## src/rtl/ipv4v_pkg.sv

```systemverilog
// ----------------------------------------------------------------------------
// ipv4v_pkg
// Shared constants, codes and types for the IPv4 prefix text validator.
// ----------------------------------------------------------------------------
package ipv4v_pkg;

  // default bounds
  localparam int DEF_MIN_ADDR_CHARS    = 7;
  localparam int DEF_MAX_ADDR_CHARS    = 15;
  localparam int DEF_MAX_DOTS          = 3;
  localparam int DEF_MIN_PREFIX_DIGITS = 1;
  localparam int DEF_MAX_PREFIX_DIGITS = 2;
  localparam int DEF_MAX_PREFIX_VALUE  = 32;

  // characters and limits
  localparam logic [7:0] ZERO_CODE = 8'd48;
  localparam logic [7:0] CH_SLASH  = 8'h2F;
  localparam logic [7:0] CH_DOT    = 8'h2E;
  localparam logic [8:0] OCTET_MAX = 9'd255;

  // character classes
  localparam logic [1:0] CLS_DIGIT = 2'd0;
  localparam logic [1:0] CLS_DOT   = 2'd1;
  localparam logic [1:0] CLS_SLASH = 2'd2;
  localparam logic [1:0] CLS_OTHER = 2'd3;

  // fail codes
  localparam logic [3:0] FAIL_NONE        = 4'd0;
  localparam logic [3:0] FAIL_ADDR_LEN    = 4'd1;
  localparam logic [3:0] FAIL_OCTET       = 4'd2;
  localparam logic [3:0] FAIL_DOTS        = 4'd3;
  localparam logic [3:0] FAIL_BAD_CHAR    = 4'd4;
  localparam logic [3:0] FAIL_NO_SLASH    = 4'd5;
  localparam logic [3:0] FAIL_PREFIX_LEN  = 4'd6;
  localparam logic [3:0] FAIL_PREFIX_CHAR = 4'd7;
  localparam logic [3:0] FAIL_PREFIX_VAL  = 4'd8;

  // classified character queue
  localparam int QUEUE_DEPTH = 2;

  typedef struct packed {
    logic       mode;
    logic       last;
    logic [1:0] cls;
    logic [3:0] digit;
  } entry_t;

endpackage

```

## src/rtl/ipv4_prefix_text_validator_top.sv

```systemverilog
// ----------------------------------------------------------------------------
// ipv4_prefix_text_validator_top
// IPv4 dotted address / address-with-prefix text validator.
// ----------------------------------------------------------------------------
// Usage:
//   Input side is a queue write port: one ASCII character per transaction
//   on char_code, with last_char marking the final character of a string.
//   A transaction is taken when push is high and full is low.
//   Result side is a queue read port: while empty is low, is_valid and
//   fail_code hold the verdict of the oldest finished string; pop with
//   empty low takes it. One result per string, none for other characters.
//   The config channel (cfg_valid/cfg_ready/cfg_prefix_mode) sets prefix
//   mode; cfg_ready is always high. Change it only while the block is idle.
// Timing:
//   One character per cycle sustained while results are popped in time; the
//   per-character decimal accumulate sets the rate. A character sits in a
//   two-entry queue after classification; the checker consumes one entry
//   per cycle unless a final character waits for the result slot, into which
//   the verdict of its string is registered when the checker takes it.
// Reset and stall:
//   rst (synchronous) clears the per-string state, the queue and the result
//   slot, and sets prefix mode to plain. If the result slot is not popped,
//   the checker still drains non-final characters; it halts only on a final
//   character, the queue fills and full goes high.
// ----------------------------------------------------------------------------
module ipv4_prefix_text_validator_top #(
  parameter int MIN_ADDR_CHARS    = ipv4v_pkg::DEF_MIN_ADDR_CHARS,
  parameter int MAX_ADDR_CHARS    = ipv4v_pkg::DEF_MAX_ADDR_CHARS,
  parameter int MAX_DOTS          = ipv4v_pkg::DEF_MAX_DOTS,
  parameter int MIN_PREFIX_DIGITS = ipv4v_pkg::DEF_MIN_PREFIX_DIGITS,
  parameter int MAX_PREFIX_DIGITS = ipv4v_pkg::DEF_MAX_PREFIX_DIGITS,
  parameter int MAX_PREFIX_VALUE  = ipv4v_pkg::DEF_MAX_PREFIX_VALUE
) (
  input  logic       clk,
  input  logic       rst,
  // config channel
  input  logic       cfg_valid,
  output logic       cfg_ready,
  input  logic       cfg_prefix_mode,
  // character input
  input  logic       push,
  output logic       full,
  input  logic [7:0] char_code,
  input  logic       last_char,
  // result output
  output logic       empty,
  input  logic       pop,
  output logic       is_valid,
  output logic [3:0] fail_code
);

  logic              prefix_mode;
  ipv4v_pkg::entry_t front_entry;
  ipv4v_pkg::entry_t q_entry;
  logic              q_valid;
  logic              q_take;

  assign cfg_ready = 1'b1;

  // mode register
  always_ff @(posedge clk) begin
    if (rst) begin
      prefix_mode <= 1'b0;
    end else if (cfg_valid && cfg_ready) begin
      prefix_mode <= cfg_prefix_mode;
    end
  end

  // classify and tag each character with the mode in force at its transaction
  ipv4v_front u_front (
    .char_code (char_code),
    .last_char (last_char),
    .mode      (prefix_mode),
    .entry     (front_entry)
  );

  ipv4v_queue u_queue (
    .clk      (clk),
    .rst      (rst),
    .wr_en    (push && !full),
    .wr_data  (front_entry),
    .full     (full),
    .rd_en    (q_take),
    .rd_data  (q_entry),
    .rd_valid (q_valid)
  );

  ipv4v_back #(
    .MIN_ADDR_CHARS    (MIN_ADDR_CHARS),
    .MAX_ADDR_CHARS    (MAX_ADDR_CHARS),
    .MAX_DOTS          (MAX_DOTS),
    .MIN_PREFIX_DIGITS (MIN_PREFIX_DIGITS),
    .MAX_PREFIX_DIGITS (MAX_PREFIX_DIGITS),
    .MAX_PREFIX_VALUE  (MAX_PREFIX_VALUE)
  ) u_back (
    .clk         (clk),
    .rst         (rst),
    .entry       (q_entry),
    .entry_valid (q_valid),
    .entry_take  (q_take),
    .empty       (empty),
    .pop         (pop),
    .is_valid    (is_valid),
    .fail_code   (fail_code)
  );

endmodule

```

## src/rtl/ipv4v_front.sv

```systemverilog
// ----------------------------------------------------------------------------
// ipv4v_front
// Classifies each incoming character and tags it with the current mode.
// ----------------------------------------------------------------------------
module ipv4v_front (
  input  logic                [7:0] char_code,
  input  logic                      last_char,
  input  logic                      mode,
  output ipv4v_pkg::entry_t         entry
);

  logic [7:0] offset;

  assign offset = char_code - ipv4v_pkg::ZERO_CODE;

  always_comb begin
    entry.mode  = mode;
    entry.last  = last_char;
    entry.digit = offset[3:0];
    if (char_code >= ipv4v_pkg::ZERO_CODE && offset <= 8'd9) begin
      entry.cls = ipv4v_pkg::CLS_DIGIT;
    end else if (char_code == ipv4v_pkg::CH_DOT) begin
      entry.cls = ipv4v_pkg::CLS_DOT;
    end else if (char_code == ipv4v_pkg::CH_SLASH) begin
      entry.cls = ipv4v_pkg::CLS_SLASH;
    end else begin
      entry.cls = ipv4v_pkg::CLS_OTHER;
    end
  end

endmodule

```

## src/rtl/ipv4v_queue.sv

```systemverilog
// ----------------------------------------------------------------------------
// ipv4v_queue
// Short register queue between the classifier and the checker.
// ----------------------------------------------------------------------------
module ipv4v_queue (
  input  logic              clk,
  input  logic              rst,
  input  logic              wr_en,
  input  ipv4v_pkg::entry_t wr_data,
  output logic              full,
  input  logic              rd_en,
  output ipv4v_pkg::entry_t rd_data,
  output logic              rd_valid
);

  localparam int PW = (ipv4v_pkg::QUEUE_DEPTH > 1) ? $clog2(ipv4v_pkg::QUEUE_DEPTH) : 1;
  localparam int CW = $clog2(ipv4v_pkg::QUEUE_DEPTH + 1);

  ipv4v_pkg::entry_t slots [ipv4v_pkg::QUEUE_DEPTH];
  logic [PW-1:0] wr_ptr;
  logic [PW-1:0] rd_ptr;
  logic [CW-1:0] count;

  assign full     = (count == CW'(ipv4v_pkg::QUEUE_DEPTH));
  assign rd_valid = (count != '0);
  assign rd_data  = slots[rd_ptr];

  always_ff @(posedge clk) begin
    if (wr_en) begin
      slots[wr_ptr] <= wr_data;
    end
  end

  always_ff @(posedge clk) begin
    if (rst) begin
      wr_ptr <= '0;
      rd_ptr <= '0;
      count  <= '0;
    end else begin
      if (wr_en) begin
        wr_ptr <= (wr_ptr == PW'(ipv4v_pkg::QUEUE_DEPTH - 1)) ? '0 : wr_ptr + 1'b1;
      end
      if (rd_en) begin
        rd_ptr <= (rd_ptr == PW'(ipv4v_pkg::QUEUE_DEPTH - 1)) ? '0 : rd_ptr + 1'b1;
      end
      if (wr_en && !rd_en) begin
        count <= count + 1'b1;
      end else if (rd_en && !wr_en) begin
        count <= count - 1'b1;
      end
    end
  end

endmodule

```

## src/rtl/ipv4v_back.sv

```systemverilog
// ----------------------------------------------------------------------------
// ipv4v_back
// Per-string checker state, final verdict and the result register.
// ----------------------------------------------------------------------------
module ipv4v_back #(
  parameter int MIN_ADDR_CHARS    = ipv4v_pkg::DEF_MIN_ADDR_CHARS,
  parameter int MAX_ADDR_CHARS    = ipv4v_pkg::DEF_MAX_ADDR_CHARS,
  parameter int MAX_DOTS          = ipv4v_pkg::DEF_MAX_DOTS,
  parameter int MIN_PREFIX_DIGITS = ipv4v_pkg::DEF_MIN_PREFIX_DIGITS,
  parameter int MAX_PREFIX_DIGITS = ipv4v_pkg::DEF_MAX_PREFIX_DIGITS,
  parameter int MAX_PREFIX_VALUE  = ipv4v_pkg::DEF_MAX_PREFIX_VALUE
) (
  input  logic              clk,
  input  logic              rst,
  input  ipv4v_pkg::entry_t entry,
  input  logic              entry_valid,
  output logic              entry_take,
  output logic              empty,
  input  logic              pop,
  output logic              is_valid,
  output logic        [3:0] fail_code
);

  logic [4:0] address_length, address_length_next;
  logic [8:0] octet_value, octet_value_next;
  logic [2:0] dot_total, dot_total_next;
  logic [2:0] first_address_error, first_address_error_next;
  logic       after_slash, after_slash_next;
  logic [1:0] prefix_digit_total, prefix_digit_total_next;
  logic [6:0] prefix_value, prefix_value_next;
  logic       prefix_nondigit_seen, prefix_nondigit_seen_next;
  logic       out_valid;

  logic [12:0] octet_acc;
  logic [10:0] prefix_acc;
  logic [3:0]  dot_inc;
  logic [3:0]  verdict;

  // a last character needs the result slot; others always drain
  assign entry_take = entry_valid && (!entry.last || !out_valid || pop);
  assign empty      = !out_valid;

  assign octet_acc  = 13'(octet_value) * 13'd10 + 13'(entry.digit);
  assign prefix_acc = 11'(prefix_value) * 11'd10 + 11'(entry.digit);
  assign dot_inc    = {1'b0, dot_total} + 4'd1;

  always_comb begin
    address_length_next       = address_length;
    octet_value_next          = octet_value;
    dot_total_next            = dot_total;
    first_address_error_next  = first_address_error;
    after_slash_next          = after_slash;
    prefix_digit_total_next   = prefix_digit_total;
    prefix_value_next         = prefix_value;
    prefix_nondigit_seen_next = prefix_nondigit_seen;

    if (entry.mode && after_slash) begin
      if (prefix_digit_total != 2'd3) begin
        prefix_digit_total_next = prefix_digit_total + 2'd1;
      end
      if (entry.cls == ipv4v_pkg::CLS_DIGIT) begin
        if (!prefix_nondigit_seen) begin
          prefix_value_next = (prefix_acc > 11'd127) ? 7'd127 : prefix_acc[6:0];
        end
      end else begin
        prefix_nondigit_seen_next = 1'b1;
      end
    end else if (entry.mode && entry.cls == ipv4v_pkg::CLS_SLASH) begin
      after_slash_next = 1'b1;
    end else begin
      if (address_length != 5'd31) begin
        address_length_next = address_length + 5'd1;
      end
      if (first_address_error == ipv4v_pkg::FAIL_NONE[2:0]) begin
        case (entry.cls)
          ipv4v_pkg::CLS_DIGIT: begin
            octet_value_next = (octet_acc > 13'd511) ? 9'd511 : octet_acc[8:0];
          end
          ipv4v_pkg::CLS_DOT: begin
            if (octet_value > ipv4v_pkg::OCTET_MAX) begin
              first_address_error_next = ipv4v_pkg::FAIL_OCTET[2:0];
            end else begin
              octet_value_next = '0;
              dot_total_next   = dot_inc[3] ? 3'd7 : dot_inc[2:0];
              if (dot_inc > 4'(MAX_DOTS)) begin
                first_address_error_next = ipv4v_pkg::FAIL_DOTS[2:0];
              end
            end
          end
          default: begin
            first_address_error_next = ipv4v_pkg::FAIL_BAD_CHAR[2:0];
          end
        endcase
      end
    end
  end

  // verdict on the state as it stands after this character
  always_comb begin
    if (entry.mode && !after_slash_next) begin
      verdict = ipv4v_pkg::FAIL_NO_SLASH;
    end else if (entry.mode && (prefix_digit_total_next < 2'(MIN_PREFIX_DIGITS) ||
                                prefix_digit_total_next > 2'(MAX_PREFIX_DIGITS))) begin
      verdict = ipv4v_pkg::FAIL_PREFIX_LEN;
    end else if (entry.mode && prefix_nondigit_seen_next) begin
      verdict = ipv4v_pkg::FAIL_PREFIX_CHAR;
    end else if (entry.mode && prefix_value_next > 7'(MAX_PREFIX_VALUE)) begin
      verdict = ipv4v_pkg::FAIL_PREFIX_VAL;
    end else if (address_length_next < 5'(MIN_ADDR_CHARS) ||
                 address_length_next > 5'(MAX_ADDR_CHARS)) begin
      verdict = ipv4v_pkg::FAIL_ADDR_LEN;
    end else if (first_address_error_next != ipv4v_pkg::FAIL_NONE[2:0]) begin
      verdict = {1'b0, first_address_error_next};
    end else if (octet_value_next > ipv4v_pkg::OCTET_MAX) begin
      verdict = ipv4v_pkg::FAIL_OCTET;
    end else begin
      verdict = ipv4v_pkg::FAIL_NONE;
    end
  end

  always_ff @(posedge clk) begin
    if (rst) begin
      address_length       <= '0;
      octet_value          <= '0;
      dot_total            <= '0;
      first_address_error  <= '0;
      after_slash          <= 1'b0;
      prefix_digit_total   <= '0;
      prefix_value         <= '0;
      prefix_nondigit_seen <= 1'b0;
      out_valid            <= 1'b0;
    end else begin
      if (entry_take && entry.last) begin
        address_length       <= '0;
        octet_value          <= '0;
        dot_total            <= '0;
        first_address_error  <= '0;
        after_slash          <= 1'b0;
        prefix_digit_total   <= '0;
        prefix_value         <= '0;
        prefix_nondigit_seen <= 1'b0;
        out_valid            <= 1'b1;
      end else begin
        if (entry_take) begin
          address_length       <= address_length_next;
          octet_value          <= octet_value_next;
          dot_total            <= dot_total_next;
          first_address_error  <= first_address_error_next;
          after_slash          <= after_slash_next;
          prefix_digit_total   <= prefix_digit_total_next;
          prefix_value         <= prefix_value_next;
          prefix_nondigit_seen <= prefix_nondigit_seen_next;
        end
        if (pop) begin
          out_valid <= 1'b0;
        end
      end
    end
  end

  always_ff @(posedge clk) begin
    if (entry_take && entry.last) begin
      fail_code <= verdict;
      is_valid  <= (verdict == ipv4v_pkg::FAIL_NONE);
    end
  end

endmodule

```

## config.mk

```make
export PLATFORM = sky130hd
export DESIGN_NAME = ipv4_prefix_text_validator_top
export DESIGN_NICKNAME = d
export VERILOG_FILES = /design/src/rtl/ipv4v_pkg.sv /design/src/rtl/ipv4_prefix_text_validator_top.sv /design/src/rtl/ipv4v_front.sv /design/src/rtl/ipv4v_queue.sv /design/src/rtl/ipv4v_back.sv
export SDC_FILE = /design/constraint.sdc
export NUM_CORES = 1
export LEC_CHECK = 0
export BUFFER_PORTS_ARGS = -buffer_cell sky130_fd_sc_hd__buf_2
export CORE_MARGIN = 2
export CORE_UTILIZATION = 59
export CTS_BUF_LIST = sky130_fd_sc_hd__clkbuf_4 sky130_fd_sc_hd__clkbuf_8
export CTS_CLUSTER_DIAMETER = 100
export DETAILED_ROUTE_END_ITERATION = 16
export PLACE_DENSITY = 0.88
export SYNTH_ARGS = -nofsm -noshare
export SYNTH_HDL_FRONTEND = slang
export SYNTH_HIERARCHICAL = 1
export SYNTH_SLANG_ARGS = --single-unit
```

## constraint.sdc

```tcl
create_clock -name clk -period 6.6 [get_ports clk]
set_clock_uncertainty 0.1 [all_clocks]
set_input_delay 0 -clock clk [delete_from_list [all_inputs] [get_ports clk]]
set_output_delay 0 -clock clk [all_outputs]
set_load 0.005 [all_outputs]
```

-- Yosys cells after proc, flatten, opt, wreduce, memory -nomap -nowiden
Memories as Yosys holds them, arrays and structs flattened. A register that Yosys moved wholly into a read port is not among the register bits.
Cells that the tools add are included.
Widths: inputs -> output; s select.
- register bits: 42
- memories kept: 1
- bits of input ports: 15
- output and inout bits: 8
- bits in writable memories: 16
- word-level logic and storage cells: 127
- multiply operators: 2
- reductions and logical operators: 31
- bitwise logic cells: 3
- equality and inequality tests: 7
- mux-type cells: 46
- magnitude comparators: 12
- add/sub/neg operators: 10
- memory list (name ; depth ; bits a word ; rd ports ; clocked after memory_dff ; wr ports ; line ; source):
    u_queue.slots ; 2 ; 8 ; 1 ; 1 ; 1 ; ipv4v_queue.sv:19 ; ipv4v_pkg::entry_t slots [ipv4v_pkg::QUEUE_DEPTH];
- operators by type and width (kind ; number):
    $mux 9 ; 5
    $mux 7 ; 4
    $mux 4 ; 6
    $gt 9x8->1 const B ; 2
    $mux 3 ; 6
    $pmux 9 s2 ; 1
    $eq 8x6->1 const B ; 2
    $mux 5 ; 3
    $mux 2 ; 7
    $add 13x4->13 ; 1
    $gt 13x9->1 const B ; 1
    $mux 1 ; 13
    $logic_and 1x1->1 ; 12
    $mul 9x3->12 const B ; 1
    $add 11x4->11 ; 1
    $gt 11x7->1 const B ; 1
    $mul 7x3->10 const B ; 1
    $ge 8x6->1 const B ; 1
    $le 8x4->1 const B ; 1
    $sub 8x6->8 const B ; 1
    $gt 7x6->1 const B ; 1
    $logic_not 1->1 ; 6
    $pmux 3 s2 ; 1
    $reduce_and 6->1 ; 1
    22 further kinds ; 32

-- Depth between registers and ports, before layout
Gate-level depths: netlist of run 1.
- depth after elaboration: 17
- depth in mapped cells: 11
- mapped depth without buffers: 11

-- Hierarchy
Netlist of run 1, hierarchy kept.
- modules (own cells, without submodules) (module ; area each (um2) ; times used ; cells each):
    ipv4v_back ; 2829.0 ; 1 ; 326
    ipv4v_queue ; 785.8 ; 1 ; 47
    ipv4v_front ; 96.3 ; 1 ; 14
    ipv4_prefix_text_validator_top ; 51.3 ; 1 ; 6

-- Least setup slack after synthesis of run 1
OpenSTA, ideal clock, no wires.
- path kind: reg-to-reg
- start point: register u_back.octet_value[1]
- end point: register u_back.is_valid, data pin
- setup slack: 3.640 ns
- buffers on the path: 0
- stages on the path, launching flop included: 11
- library setup time: 0.168 ns
- arrival time: 2.692 ns
- period minus slack after synthesis: 2.960 ns
- path through: dfxtp_1 ha_1 ha_1 fa_1 and3_1 o21ai_0 a21boi_0 a2bb2oi_2 nand3b_1 a21oi_1 nor4b_4
- word-level cells in the longest chain between the ends: 17
- elaborated cells on any way between the ends: 25
- those cells by class: 1 x add/sub; 1 x mul; 3 x order compare; 18 x mux; 2 x reduce/logical
- RTL lines (what ; line ; source):
    start, declared ; ipv4v_back.sv:25 ; logic [8:0] octet_value, octet_value_next;
    start signal, assigned ; ipv4v_back.sv:146 ; octet_value <= octet_value_next;
    $mul 9x3->12 ; ipv4v_back.sv:43 ; assign octet_acc = 13'(octet_value) * 13'd10 + 13'(entry.digit);
    $add 13x4->13 ; ipv4v_back.sv:43 ;
    $gt 13x9->1 ; ipv4v_back.sv:77 ; octet_value_next = (octet_acc > 13'd511) ? 9'd511 : octet_acc[8:0];
    $mux 9 ; ipv4v_back.sv:77 ;
    $pmux 9 s2 ; ipv4v_back.sv:75 ; case (entry.cls)
    $mux 9 ; ipv4v_back.sv:74 ; if (first_address_error == ipv4v_pkg::FAIL_NONE[2:0]) begin
    $mux 9 ; ipv4v_back.sv:68 ; end else if (entry.mode && entry.cls == ipv4v_pkg::CLS_SLASH) begin
    $mux 9 ; ipv4v_back.sv:57 ; if (entry.mode && after_slash) begin
    $gt 9x8->1 ; ipv4v_back.sv:114 ; end else if (octet_value_next > ipv4v_pkg::OCTET_MAX) begin
    $mux 2 ; ipv4v_back.sv:114 ;
    $mux 4 (*) ; ipv4v_back.sv:112 ; end else if (first_address_error_next != ipv4v_pkg::FAIL_NONE[2:0]) begin
    $mux 4 (*) ; ipv4v_back.sv:109 ; end else if (address_length_next < 5'(MIN_ADDR_CHARS) ||
    $mux 4 (*) ; ipv4v_back.sv:107 ; end else if (entry.mode && prefix_value_next > 7'(MAX_PREFIX_VALUE)) begin
    $mux 4 (*) ; ipv4v_back.sv:105 ; end else if (entry.mode && prefix_nondigit_seen_next) begin
    $mux 4 (*) ; ipv4v_back.sv:102 ; end else if (entry.mode && (prefix_digit_total_next < 2'(MIN_PREFIX_DIGITS) ||
    $mux 4 (*) ; ipv4v_back.sv:100 ; if (entry.mode && !after_slash_next) begin
    $logic_not 4->1 (*) ; ipv4v_back.sv:164 ; is_valid <= (verdict == ipv4v_pkg::FAIL_NONE);
    end signal, assigned ; ipv4v_back.sv:164 ;
    end, declared ; ipv4v_back.sv:20 ; output logic is_valid,
Mark *: on every way between the ends. The rest lies on a longest branch, timed or not.
A chain may end at the register's enable or synchronous reset.

-- Final worst setup path of run 1
- start point: register u_back.prefix_value[1]
- end point: register u_back.prefix_value[3]
- word-level cells in the longest chain between the ends: 7
- RTL lines (what ; line ; source):
    start, declared ; ipv4v_back.sv:30 ; logic [6:0] prefix_value, prefix_value_next;
    start signal, assigned ; ipv4v_back.sv:151 ; prefix_value <= prefix_value_next;
    $mul 7x3->10 (*) ; ipv4v_back.sv:44 ; assign prefix_acc = 11'(prefix_value) * 11'd10 + 11'(entry.digit);
    $add 11x4->11 (*) ; ipv4v_back.sv:44 ;
    $gt 11x7->1 ; ipv4v_back.sv:63 ; prefix_value_next = (prefix_acc > 11'd127) ? 7'd127 : prefix_acc[6:0];
    $mux 7 (*) ; ipv4v_back.sv:63 ;
    $mux 7 (*) ; ipv4v_back.sv:62 ; if (!prefix_nondigit_seen) begin
    $mux 7 (*) ; ipv4v_back.sv:61 ; if (entry.cls == ipv4v_pkg::CLS_DIGIT) begin
    $mux 7 (*) ; ipv4v_back.sv:57 ;
Marked as above.

==> impl_metrics.csv, run 1 <==
group,metric,value,unit
global_route,grt.total_usage,0.251,
routing,dr.pass1.iters,4,
logic_synthesis,yosys_warnings,6,
sta,drv_slew,0,
pwr,peakVddDrop,0.263,mV
critical_path,cpMaxStageDelayCell,"nor3_1",
pwr,power.density,259,nW/um^2
critical_path,r2r_start,"u_back/prefix_value[1]$_SDFFE_PP0P_",
final_layout,diodes,0,
final_layout,drive_above_1_share,0.150,
sta,period_minus_slack,3360,ps
critical_path,worstPathCellList,"ha_1 -> ha_1 -> inv_1 -> fa_1 -> xor2_1 -> nor4bb_1 -> nand2_1 -> mux2_2 -> nor3_1 -> a31oi_1",
logic_synthesis,synth-seq-area-share,0.370,
die,start_util,0.603,
critical_path,cp-start-kind,"register",
final_layout,final_nets,475,
global_route,grt_max_degree,23,
flow_run,drv_cap,0,
final_layout,nFillCells,481,
routing,vias_per_cell,6.06,
logic_synthesis,synth-edff-count,21,
clock_network,clock_path_buffers,2,
routing,wire_per_inst,16.3,um
logic_synthesis,yosysTopAreaCell,"dfxtp_1",
final_layout,fin_util,0.679,
logic_synthesis,syn-num-nets,445,
final_layout,final-seq-area,1390,sq um
logic_synthesis,ys_types,71,
critical_path,r2r_cells,10,
clock_network,clk_latency,330,ps
logic_synthesis,synth_mux_area_frac,0.0466,
final_layout,multi_input_area,2230,sq um
worst_hold_path,hold_depth,4,
routing,final_antenna_net_count,0,
logic_synthesis,synth_compound_area_frac,0.173,
logic_synthesis,synthSimpleGateAreaFrac,0.207,
global_route,grt_overflow,0,
clock_network,numCtsBuffers,9,
routing,routed_wl,8220,um
logic_synthesis,synthXorXnorAreaFrac,0.0349,
pwr,leakage,0.00184,uW
logic_synthesis,synth_top_family_by_area,"simple AND/OR/NAND/NOR gates",
sta,fmax,298,MHz
die,rows,29,
placement,dp_hpwl,5720,um
logic_synthesis,syn_area,3760,sq um
critical_path,endpoint_kind,"register",
clock_network,cts_resized,0,
critical_path,r2r_slack,3240,ps
critical_path,rr_endpoint,"u_back/prefix_value[3]$_SDFFE_PP0P_",
logic_synthesis,synthFlopType,"dfxtp_1",
logic_synthesis,synth_top_cell_area_share,0.202,
worst_hold_path,worstHoldStart,"push",
logic_synthesis,synthArstFlopShare,0,
global_route,grt_antenna_before_repair,0,
die,core,6240,sq um
final_layout,final_cell_mix,"nor2_1, dfxtp_1, ha_1",
die,die_w,83.9,um
critical_path,arrival,3440,ps
sta,final.period_utilization,0.508,
run_status,status,"finished clean",
critical_path,path_max_fanout,7,
routing,num_vias,3060,
routing,drt_iter0_drc,176,
clock_network,cts.reportedPaths.clkPinSlew,60,ps
sta,rsz0062_at_grt,"false",
placement,place_congestion,0.864,
clock_network,cts_root_buffer,"clkbuf_8",
worst_hold_path,holdPathEnd,"u_queue/wr_ptr$_SDFFE_PP0P_",
routing,drc,0,
clock_network,cts_tree,"yes",
sta,maxSlewHeadroom,0.502,
global_route,grt_pass1_vias,3185,
critical_path,slowest_delay,640,ps
global_route,grt_pass1_wl,14300,um
logic_synthesis,synth_cells,393,
clock_network,cts_htree_levels,3,
critical_path,crit_top_cell,"ha_1",
sta,finalHoldViolations,0,
logic_synthesis,synthAdderAreaFrac,0.131,
critical_path,crit_type,"reg2reg",
clock_network,clock-sinks,59,
sta,tightest_slew,742,ps
die,io_pins,23,
worst_hold_path,worstHoldPathType,"in2reg",
die,dieArea,7030,sq um
logic_synthesis,ys_ff_latch,59,
sta,setup_viol,0,
logic_synthesis,synth.area.top_cells,"dfxtp_1, edfxtp_1, ha_1",
sta,tns,0,ps
critical_path,worstPathRequired,6680,ps
final_layout,final_common_cell,"nor2_1",
placement,numPortBuffers,21,
logic_synthesis,avgSynthCellArea,9.57,sq um
final_layout,syn2layout_area_growth,12.6,%
die,die_h,83.9,um
==> how the worst max path moves through the flow <==
stage / start / endpoint / slack, ps / cells after the start
2_1_floorplan: u_back/octet_value[1]$_SDFFE_PP0P_ / u_back/is_valid$_DFFE_PP_ / 3640 / 10
3_3_place_gp: u_back/octet_value[1]$_SDFFE_PP0P_ / u_back/is_valid$_DFFE_PP_ / 3440 / 10
3_5_place_dp: u_back/prefix_value[1]$_SDFFE_PP0P_ / u_back/prefix_value[3]$_SDFFE_PP0P_ / 3250 / 10
4_1_cts: u_back/prefix_value[1]$_SDFFE_PP0P_ / u_back/prefix_value[3]$_SDFFE_PP0P_ / 3260 / 10
5_1_grt: u_back/prefix_value[1]$_SDFFE_PP0P_ / u_back/prefix_value[3]$_SDFFE_PP0P_ / 3000 / 10
6_report: u_back/prefix_value[1]$_SDFFE_PP0P_ / u_back/prefix_value[3]$_SDFFE_PP0P_ / 3240 / 10
==> cell usage after synthesis, types with 7 or more instances <==
cell       n
nor2_1    40
dfxtp_1   38
ha_1      33
nand2_1   29
a21oi_1   26
edfxtp_1  21
o21ai_0   18
inv_1     10
mux2_2     9
xor2_1     9
nand3_1    8
nor3_1     8
a31oi_1    7
and2_1     7
buf_4      7
clkbuf_1   7
nor2b_1    7
==> cells by family (layout without fill, tap and decap cells) <==
family | after synthesis | count (layout)
adders and majority gates | 37 | 37
xor gates and xnor gates | 15 | 15
muxes | 16 | 16
buffers and inverters | 28 | 63
other | 1 | 1
and+or+nand+nor | 142 | 142
AOI/OAI and AO/OA | 95 | 95
DFF | 59 | 59
==> state kept, by name, indices dropped and copies added, names as in the netlist, named ones only <==
name / flops
u_queue/slots: 16
u_back/out_valid: 1
u_queue/count: 2
u_back/octet_value: 9
u_back/fail_code: 4
u_back/prefix_nondigit_seen: 1
u_queue/rd_ptr: 1
u_back/address_length: 5
u_back/first_address_error: 3
u_queue/wr_ptr: 1
u_back/dot_total: 3
u_back/after_slash: 1
u_back/is_valid: 1
prefix_mode: 1
u_back/prefix_value: 7
u_back/prefix_digit_total: 2
==> metal layers <==
metal / track usage / vias up / part of all wire
li1: - / 1501 / -
met1: 0.284 / 1464 / 0.41
met2: 0.462 / 81 / 0.53
met3: 0.0524 / 14 / 0.045
met4: 0.0894 / 0 / 0.014
met5: 0 / - / 0
==> critical path: cells and delay by family, from the launching register on <==
family | cells | cell delay (ps)
xor gates and xnor gates | 1 | 180
muxes | 1 | 320
DFF | 1 | 360
buffers and inverters | 1 | 50
AOI/OAI and AO/OA | 1 | 180
and+or+nand+nor | 3 | 1140
adders and majority gates | 3 | 880
==> power breakdown <==
group / switching, uW / total (uW) / leakage, uW / internal [uW]
Sequential: 28.5 / 457 / 0.000496 / 428
Clock: 135 / 348 / 0.000114 / 213
Combinational: 173 / 292 / 0.00123 / 119
Total: 336 / 1100 / 0.00184 / 760
==> what timing repair did <==
item                                    in CTS  in global routing
endpoints found under the setup margin       0                  0
hold buffers                                14                  0
buffers inserted                             0                  0
hold endpoints to repair                    21                  0
==> per-stage QoR <==
step                area [sq um]  instances  power [uW]  hold slack, ps  setup WS, ps
floorplan                   3760        393         666           -30.9          3640
global placement            3880        475         728            91.4          3440
detailed placement          3880        475         742            96.0          3250
CTS                         4240        505        1100            30.3          3260
global route                4240        505        1160             101          3000
finish                      4240        505        1100            72.1          3240
==> cell type report <==
cell class / instances / area share
flip-flops and latches: 59 / 0.329
well taps: 77 / 0.0227
multi-input cells: 306 / 0.528
inverters: 10 / 0.00886
repair buffers: 37 / 0.0614
clock inverters: 2 / 0.00827
clock buffers: 14 / 0.0425
Note: power is estimated with default switching activity, not from simulation.
==> run 2: changes to the inputs <==
--- a/config.mk
+++ b/config.mk
@@ -5,13 +5,14 @@
 export SDC_FILE = /design/constraint.sdc
 export NUM_CORES = 1
 export LEC_CHECK = 0
+export ABC_AREA = 1
 export BUFFER_PORTS_ARGS = -buffer_cell sky130_fd_sc_hd__buf_2
 export CORE_MARGIN = 2
 export CORE_UTILIZATION = 59
 export CTS_BUF_LIST = sky130_fd_sc_hd__clkbuf_4 sky130_fd_sc_hd__clkbuf_8
 export CTS_CLUSTER_DIAMETER = 100
 export DETAILED_ROUTE_END_ITERATION = 16
-export PLACE_DENSITY = 0.88
+export PLACE_DENSITY = 0.87
 export SYNTH_ARGS = -nofsm -noshare
 export SYNTH_HDL_FRONTEND = slang
 export SYNTH_HIERARCHICAL = 1
==> constraint.sdc (replaced) <==
create_clock -name clk -period 3.1 [get_ports clk]
set_clock_uncertainty 0.1 [all_clocks]
set_input_delay 0 -clock clk [delete_from_list [all_inputs] [get_ports clk]]
set_output_delay 0 -clock clk [all_outputs]
set_load 0.005 [all_outputs]
==> impl_metrics.csv, run 2 <==
group,metric,value,unit
final_layout,syn2layout_area_growth,19.8,%
pwr,peakVddDrop,0.774,mV
logic_synthesis,synth_top_cell_area_share,0.187,
clock_network,clock-sinks,59,
logic_synthesis,synth-seq-area-share,0.343,
die,die_h,87.0,um
logic_synthesis,syn-num-nets,599,
die,start_util,0.604,
routing,final_antenna_net_count,0,
global_route,grt_overflow,0,
final_layout,largest_reg_flops,16,
critical_path,worstPathRequired,3110,ps
final_layout,top_regs,"u_queue/slots x16, u_back/octet_value x9, u_back/prefix_value x7",
logic_synthesis,synth-edff-count,21,
clock_network,clock_path_buffers,2,
routing,dr.pass1.iters,7,
clock_network,cts_tree,"yes",
logic_synthesis,yosys_warnings,6,
clock_network,clk_latency,350,ps
sta,tightest_slew,680,ps
critical_path,path_max_fanout,7,
global_route,grt_max_degree,24,
global_route,grt_antenna_before_repair,0,
logic_synthesis,ys_types,39,
clock_network,cts_root_buffer,"clkbuf_8",
clock_network,cts_htree_levels,3,
logic_synthesis,avgSynthCellArea,7.42,sq um
placement,dp_hpwl,6630,um
critical_path,arrival,3080,ps
final_layout,largest-register,"u_queue/slots",
die,io_pins,23,
die,rows,30,
global_route,grt.total_usage,0.258,
run_status,status,"finished clean",
logic_synthesis,synth.area.top_cells,"dfxtp_1, edfxtp_1, nand2_1",
final_layout,drive_above_1_share,0.233,
sta,final.period_utilization,0.990,
final_layout,final_common_cell,"nand2_1",
routing,wire_per_inst,14.4,um
die,dieArea,7560,sq um
routing,drc,0,
critical_path,cp-start-kind,"register",
routing,drt_iter0_drc,241,
worst_hold_path,worstHoldPathType,"in2reg",
final_layout,finalInstanceArea,4860,sq um
logic_synthesis,synthArstFlopShare,0,
sta,setup_viol,0,
sta,fmax,326,MHz
logic_synthesis,synth_common_cells,"nand2_1, inv_1, nor2_1",
sta,period_minus_slack,3070,ps
critical_path,endpoint_kind,"register",
logic_synthesis,yosysMostFrequentCell,"nand2_1",
logic_synthesis,syn_area,4060,sq um
final_layout,diodes,0,
sta,rsz0062_at_grt,"true",
placement,numPortBuffers,21,
placement,placed_area,4260,sq um
sta,drv_slew,0,
logic_synthesis,synth_cells,547,
pwr,power.density,952,nW/um^2
global_route,grt_pass1_wl,15400,um
clock_network,cts.reportedPaths.clkPinSlew,80,ps
routing,vias_per_cell,5.69,
sta,finalHoldWorstSlack,16.0,ps
pwr,leakage,0.00231,uW
die,core,6720,sq um
logic_synthesis,yosysTopAreaCell,"dfxtp_1",
logic_synthesis,ys_ff_latch,59,
final_layout,final_cell_mix,"nand2_1, inv_1, nor2_1",
sta,finalHoldViolations,0,
final_layout,final_nets,651,
placement,place_congestion,0.894,
critical_path,crit_type,"reg2reg",
routing,num_vias,3894,
sta,maxSlewHeadroom,0.546,
routing,routed_wl,9820,um
flow_run,drv_cap,0,
logic_synthesis,synthFlopType,"dfxtp_1",
global_route,grt_pass1_vias,3663,
clock_network,numCtsBuffers,9,
die,die_w,87.0,um
final_layout,nFillCells,486,
==> run 2: final cells by class <==
cell class | instances | area, sq um | share of cell area
multi-input combinational | 387 | 2410 | 0.496
clock inverter | 7 | 100 | 0.0206
tap | 80 | 100 | 0.0206
inverter | 87 | 329 | 0.0676
clock buffer | 9 | 124 | 0.0255
timing repair buffer | 55 | 392 | 0.0805
sequential | 59 | 1410 | 0.289
==> run 2: power by group <==
group	leakage, uW	switching (uW)	internal [uW]
Combinational	0.00170	1600	1010
Sequential	0.000503	178	1040
Clock	0.000114	343	458
Total	0.00231	2120	2510
==> run 2: metrics by stage <==
| step | setup TNS (ps) | util | power, uW | cells | worst slack (ps) |
|---|---|---|---|---|---|
| after floorplan | 0 | - | 2870 | 547 | 222 |
| after global placement | 0 | 0.634 | 3330 | 645 | 115 |
| after detailed placement | 0 | 0.634 | 3430 | 645 | 28.9 |
| after CTS | 0 | 0.684 | 4250 | 672 | 2.93 |
| after global routing | -280 | 0.724 | 4970 | 684 | -137 |
| final | 0 | 0.724 | 4630 | 684 | 31.6 |
==> run 2: logic make-up (layout without fill, tap and decap cells) <==
logic type	count (synthesis)	in the layout	share of synthesized area
other	1	1	0.000923
flip-flops	59	59	0.343
adder cells (fa/ha/maj)	37	37	0.121
buffers and inverters	101	158	0.102
AO/OA/AOI/OAI	99	99	0.135
multiplexers	8	8	0.0222
AND/OR/NAND/NOR	232	232	0.254
XOR/XNOR	10	10	0.0216
==> run 2: layer usage <==
metal	GRT usage	part of all wire	vias up	wire, um
met2	0.455	0.52	135	5140
met1	0.300	0.39	1826	3870
met5	0	0	-	0
met4	0.116	0.030	0	291
met3	0.0531	0.053	30	516
li1	-	-	1903	-
==> run 2: critical path, cell delays in order, from the launching register on <==
cell and delay [ps]:
dfxtp_2 360, ha_4 280, ha_4 120, inv_2 40
fa_2 370, inv_2 70, nand2_2 40, nand2_2 70
nand3_2 70, nor2_2 120, nor2_2 60, nor2_4 180
nand4_1 140, nand2_1 120, nand2_1 70, nor2_1 130
nand2_1 100, nand3_4 100, nand2_2 60, nand2_2 70
nand2_2 60, nand2_2 70, nor2_2 30
==> run 2: repair_timing <==
item,CTS,global route
endpoints found under the setup margin,0,12
resized for setup,0,51
hold endpoints to repair,18,0
buffers inserted,0,12
hold buffers,11,0
==> run 2: path summary, 6_finish.rpt <==
kind | startpoint | to | slack (ps) | cells after the start
hold / removal | char_code[6] | u_queue/slots[1][4]$_DFFE_PP_ | 20 | 5
setup / recovery | u_back/prefix_value[1]$_SDFFE_PP0P_ | u_back/is_valid$_DFFE_PP_ | 30 | 22
setup reg to reg | u_back/prefix_value[1]$_SDFFE_PP0P_ | u_back/is_valid$_DFFE_PP_ | 30 | 22
hold reg to reg | u_back/first_address_error[0]$_SDFFE_PP0P_ | u_back/first_address_error[0]$_SDFFE_PP0P_ | 380 | 2
